===== config.mk =====
export PLATFORM = sky130hd
export DESIGN_NAME = iol_cell
export DESIGN_NICKNAME = d
export VERILOG_FILES = /design/src/sv/iol_pkg.sv /design/src/sv/iol_cell.sv
export SDC_FILE = /design/constraint.sdc
export NUM_CORES = 1
export LEC_CHECK = 0
export BUFFER_PORTS_ARGS = -buffer_cell sky130_fd_sc_hd__buf_2
export CORE_UTILIZATION = 45
export CTS_CLUSTER_SIZE = 40
export DETAILED_ROUTE_END_ITERATION = 10
export GPL_TIMING_DRIVEN = 1
export HOLD_SLACK_MARGIN = 0.05
export PLACE_DENSITY = 0.76
export REMOVE_ABC_BUFFERS = 1
export SLEW_MARGIN = 15
export SYNTH_ARGS = -nofsm -noshare
export SYNTH_HDL_FRONTEND = slang
export SYNTH_SLANG_ARGS = --single-unit

===== constraint.sdc =====
create_clock -name i_clk -period 3.15 [get_ports i_clk]
set_clock_uncertainty 0.15 [all_clocks]
set_input_delay 0.315 -clock i_clk [delete_from_list [all_inputs] [get_ports i_clk]]
set_output_delay 0.315 -clock i_clk [all_outputs]
set_load 0.01 [all_outputs]

===== src/sv/iol_pkg.sv =====
// Package with constants, codes and payload types of the indexed ordered list unit.
package iol_pkg;

    localparam int CAPACITY = 64;
    localparam int ELEM_W   = 32;
    localparam int IDX_W    = $clog2(CAPACITY);
    localparam int CNT_W    = $clog2(CAPACITY + 1);

    typedef enum logic [2:0] {
        ACT_GET    = 3'd0,
        ACT_MODIFY = 3'd1,
        ACT_INSERT = 3'd2,
        ACT_DELETE = 3'd3,
        ACT_APPEND = 3'd4,
        ACT_POP    = 3'd5,
        ACT_SEARCH = 3'd6,
        ACT_CLEAR  = 3'd7
    } t_action;

    typedef enum logic [1:0] {
        ST_OK    = 2'd0,
        ST_RANGE = 2'd1,
        ST_FULL  = 2'd2
    } t_status;

    typedef struct packed {
        t_action            action;
        logic [5:0]         index;
        logic signed [31:0] value;
    } t_in_item;

    typedef struct packed {
        t_status            status;
        logic signed [31:0] read_value;
        logic               found;
        logic [5:0]         position;
        logic [6:0]         count;
    } t_out_item;

    typedef struct packed {
        logic             go;
        t_action          act;
        logic [IDX_W-1:0] idx;
        logic [CNT_W-1:0] cnt;
    } t_cell_ctl;

endpackage


===== src/sv/iol_cell.sv =====
// One storage cell of the list chain: holds one element and shifts with its neighbors.
module iol_cell (
    input  logic                      i_clk,
    input  iol_pkg::t_cell_ctl        i_ctl,
    input  logic [iol_pkg::IDX_W-1:0] i_pos,
    input  logic signed [31:0]        i_value,
    input  logic signed [31:0]        i_prev,
    input  logic signed [31:0]        i_next,
    output logic signed [31:0]        o_data,
    output logic                      o_match
);
    import iol_pkg::*;

    logic signed [ELEM_W-1:0] r_data;
    logic signed [ELEM_W-1:0] n_data;
    logic [CNT_W-1:0]         pos_ext;
    logic [CNT_W-1:0]         idx_ext;

    assign pos_ext = CNT_W'(i_pos);
    assign idx_ext = CNT_W'(i_ctl.idx);

    always_comb begin
        n_data = r_data;
        if (i_ctl.go) begin
            case (i_ctl.act)
                ACT_MODIFY: begin
                    if (pos_ext == idx_ext) n_data = i_value;
                end
                ACT_INSERT: begin
                    if (pos_ext > idx_ext) n_data = i_prev;
                    else if (pos_ext == idx_ext) n_data = i_value;
                end
                ACT_DELETE: begin
                    if ((pos_ext >= idx_ext) && ((pos_ext + CNT_W'(1)) < i_ctl.cnt))
                        n_data = i_next;
                end
                ACT_APPEND: begin
                    if (pos_ext == i_ctl.cnt) n_data = i_value;
                end
                default: begin
                end
            endcase
        end
    end

    always_ff @(posedge i_clk) begin
        r_data <= n_data;
    end

    assign o_data  = r_data;
    assign o_match = (r_data == i_value) && (pos_ext < i_ctl.cnt);

endmodule


======== Yosys cells after proc, flatten, opt, wreduce, memory -nomap -nowiden ========
Index checks and enable logic that the tools add are counted.
operators by class
  magnitude comparators ................... 4
  equality and inequality tests ........... 9
  mux-type cells .......................... 5
  reduce and logical (&&, ||, !) cells .... 4
  $add $sub $neg .......................... 1
operators by type and width
  cell                                                             number
  32-bit 2-to-1 mux                                                4
  32-bit case mux with 4 select lines                              1
  32-bit == test                                                   1
  6-bit by 1-bit adder with 7-bit output, second input constant    1
  6-bit by 7-bit == test with 1-bit output                         1
  6-bit by 7-bit < comparator with 1-bit output                    1
  7-bit < comparator                                               1
  3-bit by 2-bit == test with 1-bit output, second input constant  2
  6-bit == test                                                    1
  6-bit greater-or-equal comparator                                1
  6-bit greater-than comparator                                    1
  2-bit inequality test, second input constant                     2
  4-bit AND reduction                                              1
  4-bit nonzero test                                               1
  3-bit by 1-bit == test with 1-bit output, second input constant  1
  3-bit == test, second input constant                             1
  1-bit logical AND                                                2
storage, ports and cells
  flip-flop bits (word level) ............. 32
  output and inout bits ................... 33
  logic and storage cells ................. 24
  input port bits ......................... 120

======== Longest topological paths before layout ========
  depth after elaboration ................. 5
  gate-level depth with buffers ........... 9
  depth with buffers taken out ............ 8

======== Worst setup path before layout ========
No wires, ideal clock.
  path kind ............................... in2reg
  start ................................... input i_pos[0] (netlist bit)
  end ..................................... register r_data[0], in the netlist o_data[0] (enable)
  setup slack ............................. 455 ps
  data arrival time ....................... 2169 ps
  stages .................................. 8
  setup time .............................. 376 ps
  path through ............................ ha_1 > nand3_1 > xnor2_1 > ha_1 > a211oi_1 > nor2_1 > a2111oi_2 > o221a_2
on the way
  longest elaborated chain between the ends .. 5
  elaborated cells on any way between the ends .. 8
  those cells by class .................... add/sub: 1; order compare: 2; eq/ne: 3; reduce/logical: 2
ends and longest elaborated chain
  what                                    RTL line        text
  start: declaration                      iol_cell.sv:5   input logic [iol_pkg::IDX_W-1:0] i_pos,
  6-bit by 1-bit adder with 7-bit output  iol_cell.sv:34  if ((pos_ext >= idx_ext) && ((pos_ext + CNT_W'(1)) < i_ctl.cnt))
  7-bit < comparator                      iol_cell.sv:34
  1-bit logical AND                       iol_cell.sv:34
  2-bit inequality test (no line)         n/a
  4-bit AND reduction (no line) *         n/a
  end signal: assignment                  iol_cell.sv:47  r_data <= n_data;
  end: declaration                        iol_cell.sv:14  logic signed [ELEM_W-1:0] r_data;
Every way passes the cells marked *; elsewhere a longest branch is shown, timed or not.
A chain may end at the register's enable or synchronous reset.

======== Final worst setup path ========
  start ................................... register r_data[26], in the netlist o_data[26]
  end ..................................... output o_match
on the way
  longest elaborated chain between the ends .. 2
ends and longest elaborated chain
  what               RTL line        text
  32-bit == test     iol_cell.sv:51  assign o_match = (r_data == i_value) && (pos_ext < i_ctl.cnt);
  1-bit logical AND  iol_cell.sv:51
  end: declaration   iol_cell.sv:10  output logic o_match
Every way passes these cells.

==> summary.log <==
[setup_path] Worst Path Required 2680 ps
[drt] 1st-pass router iterations 5
[min_path] origin of the worst min-delay path i_prev[31]
[yosys] top area cells in the synthesized netlist sky130_fd_sc_hd__edfxtp_1 27%, sky130_fd_sc_hd__nand2_1 18%, sky130_fd_sc_hd__xor2_1 8.1%
[cts] root buffer selected by CTS sky130_fd_sc_hd__clkbuf_8
[layout] max FFs per register 32
[yosys] synthesis-stage register bit count 32
[pwr] Total Power 1.33 mW
[floorplanning] DIE AREA 8260 sq um
[cts] number of sinks on the clock net 32
[layout] layout filler cell count 746
[setup_path] worst setup path category flip-flop to output pin
[pwr] Leak Pwr 2.11 nW
[placed_design] final weighted congestion in routability-driven placement 0.864
[drt] Post-Route WL 11,100 um
[yosys] part of the Yosys area used for sequential elements 27.0%
[drt] drt wl/cell 15.5 um
[layout] layout cell share with drive strength beyond 1 31.8%
[cts] buffers from clock root to sink, at most 2
[global_route] grt ovf 0
[drt] DRT antenna net count 0
[floorplanning] I/O Pins 153
[yosys] fraction of synthesized cell area taken by the top area cell type 27.0%
[cts] post-CTS setup buffers 0
[timing] worst hold margin 259 ps
[global_route] wire length of the first global-routing pass 17,700 um
[global_route] global routing met1 resource utilization 35.3%
[layout] Core Util, Final 58.2%
[timing] setup-violating endpoint count in the final report 0
[placed_design] total of buffers placed on input and output ports 152
[layout] Diodes inserted 0
[pwr] power per cell area 298 nW/um^2
[yosys] cell with the most instances after synthesis sky130_fd_sc_hd__nand2_1
[drt] total number of vias 3,933
[timing] slew of the pin with the lowest slew margin 1100 ps
[global_route] combined global-route utilization of all metal layers 26.7%
[setup_path] Max FO, Critical Path 3
[floorplanning] initial standard-cell utilization of the core 46.3%
[yosys] library cell with the largest summed area after synthesis sky130_fd_sc_hd__edfxtp_1
[setup_path] critical path endpoint category output pin
[cts] Clock Latency Late Sink 280 ps
[floorplanning] vertical die dimension 90.9 um
[timing] setup repair after global routing missed its margin false
[yosys] dominant register cell in the synthesized netlist sky130_fd_sc_hd__edfxtp_1
[setup_path] Worst EP arrival 2040 ps
[floorplanning] standard-cell rows 32
[drt] post-route DRC violation count 0
[timing] least setup slack across all paths after layout 641 ps
[floorplanning] Floorplan Core Area 7690 sq um
[yosys] Avg Inst Size Synth 7.52 sq um
[cts] clock tree from TritonCTS done
[yosys] instance count of the mapped netlist 473
[yosys] top post-synthesis cells by count 166 x sky130_fd_sc_hd__nand2_1, 42 x sky130_fd_sc_hd__o21ai_0, 40 x sky130_fd_sc_hd__a21oi_1, 33 x sky130_fd_sc_hd__xor2_1, 32 x sky130_fd_sc_hd__edfxtp_1
[drt] Vias/cell 5.50
[pwr] worst IR drop on VDD 0.188 mV
[placed_design] Detailed Place HPWL 7930 um
[yosys] warnings from Yosys 0
[global_route] M3 GR Usage 5.13%
[run_status] outcome complete, no violations
[layout] count of nets after finishing 752
[cts] total number of H-tree levels 2
[placed_design] Setup Slack @ Placement 369 ps
[timing] fmax 399 MHz
[setup_path] worst setup path start o_data[26]
[timing] Final Critical Period 2510 ps
[yosys] Post-Synthesis Cell Area 3560 sq um
[timing] relative max-transition margin 26.6%
[timing] fin crit share 79.7%
[setup_path] Critical R2R Launch o_data[16]
[global_route] pin count of the biggest net entering global routing 65
[drt] starting DRC count in detailed routing 239
[yosys] share of synthesized flip-flops with an asynchronous set or reset 0%
[global_route] antenna violations before repair 0
[cts] hold-fix buffer count after cts 0
[global_route] most heavily used metal layer in global routing met2
[cts] CTS resizes 0
[cts] clock-pin slew of the registers on the worst-case setup and hold paths 70 ps
[timing] final count of hold timing violations 0
[global_route] via count of the first global-routing pass 3,680
[layout] Area Overhead vs Synth 25.8%
[global_route] met2 track demand over resource in global routing 44.4%
[min_path] Tightest Hold Check Type input port to flip-flop
[setup_path] element type at the critical path start flip-flop
[yosys] Distinct cells, synth 33
[timing] Total Neg Setup Slack 0 ps
[run] max-cap viol count 0
[floorplanning] die width 90.9 um
[yosys] number of flops mapped to enable cells by yosys 32
[cts] number of buffers created by CTS 5
[timing] number of pins with negative max-slew slack in the final report 0
[cell usage in the layout (no fill, tap or decap), drive strengths merged, types with 2 or more instances in the layout]
master and n:
nor2b 3, o21ai 65, nor4 8, xor2 33
edfxtp 32, nor3 2, nand4 4, a2111oi 2
nor2 5, buf 162, ha 20, clkbuf 5
inv 13, a2bb2oi 32, xnor2 3, nand2 166
and3 2, a21oi 40, nand3 4, clkinv 3
[kinds of logic (layout without fill, tap and decap cells)]
logic type	Yosys count	after routing	share of synthesized area, %
xor+xnor	36	36	8.87
compound gates	144	144	28.2
buf+inv	43	183	6.12
simple gates	198	198	22.7
fa+ha+maj	20	20	7.04
flops	32	32	27.0
[worst max-delay path, stage by stage, from the launching register on]
cell and delay, ps:
sky130_fd_sc_hd__edfxtp_1 430, sky130_fd_sc_hd__xor2_1 170, sky130_fd_sc_hd__nor4_1 440, sky130_fd_sc_hd__nand4_1 230, sky130_fd_sc_hd__nor4_1 280, sky130_fd_sc_hd__buf_2 200
[metal layers]
metal	wire (um)	part of all wire [%]	vias to the layer above
li1	-	-	1936
met1	4850	44	1769
met3	971	8.8	12
met4	129	1.2	0
met5	0	0	-
met2	5120	46	216
[final timing paths]
| check | slack, ps | cells after the start | endpoint |
|---|---|---|---|
| max | 640 | 5 | o_match |
| max reg2reg | 2000 | 3 | o_data[16] |
| min reg2reg | 600 | 3 | o_data[31] |
| min | 260 | 3 | o_data[31] |
[metrics by stage]
| step | instance area, sq um | std cells |
|---|---|---|
| after floorplan | 3390 | 443 |
| after global placement | 4390 | 707 |
| after detailed placement | 4390 | 707 |
| after CTS | 4470 | 715 |
| after global routing | 4470 | 715 |
| final | 4470 | 715 |
[power breakdown]
group	switching (mW)	internal, mW	total [mW]	leakage [nW]
Sequential	0.0200	0.504	0.524	0.296
Combinational	0.274	0.224	0.498	1.77
Clock	0.163	0.150	0.313	0.0453
Total	0.457	0.878	1.33	2.11
[layout make-up]
cell class	count	area (sq um)	area share (%)
Multi-Input combinational cell	398	2390	53.5
Timing Repair Buffer	162	861	19.3
Tap cell	102	128	2.85
Clock inverter	3	13.8	0.308
Clock buffer	5	68.8	1.54
Sequential cell	32	961	21.5
Inverter	13	48.8	1.09
Note: power is estimated with default switching activity, not from simulation.
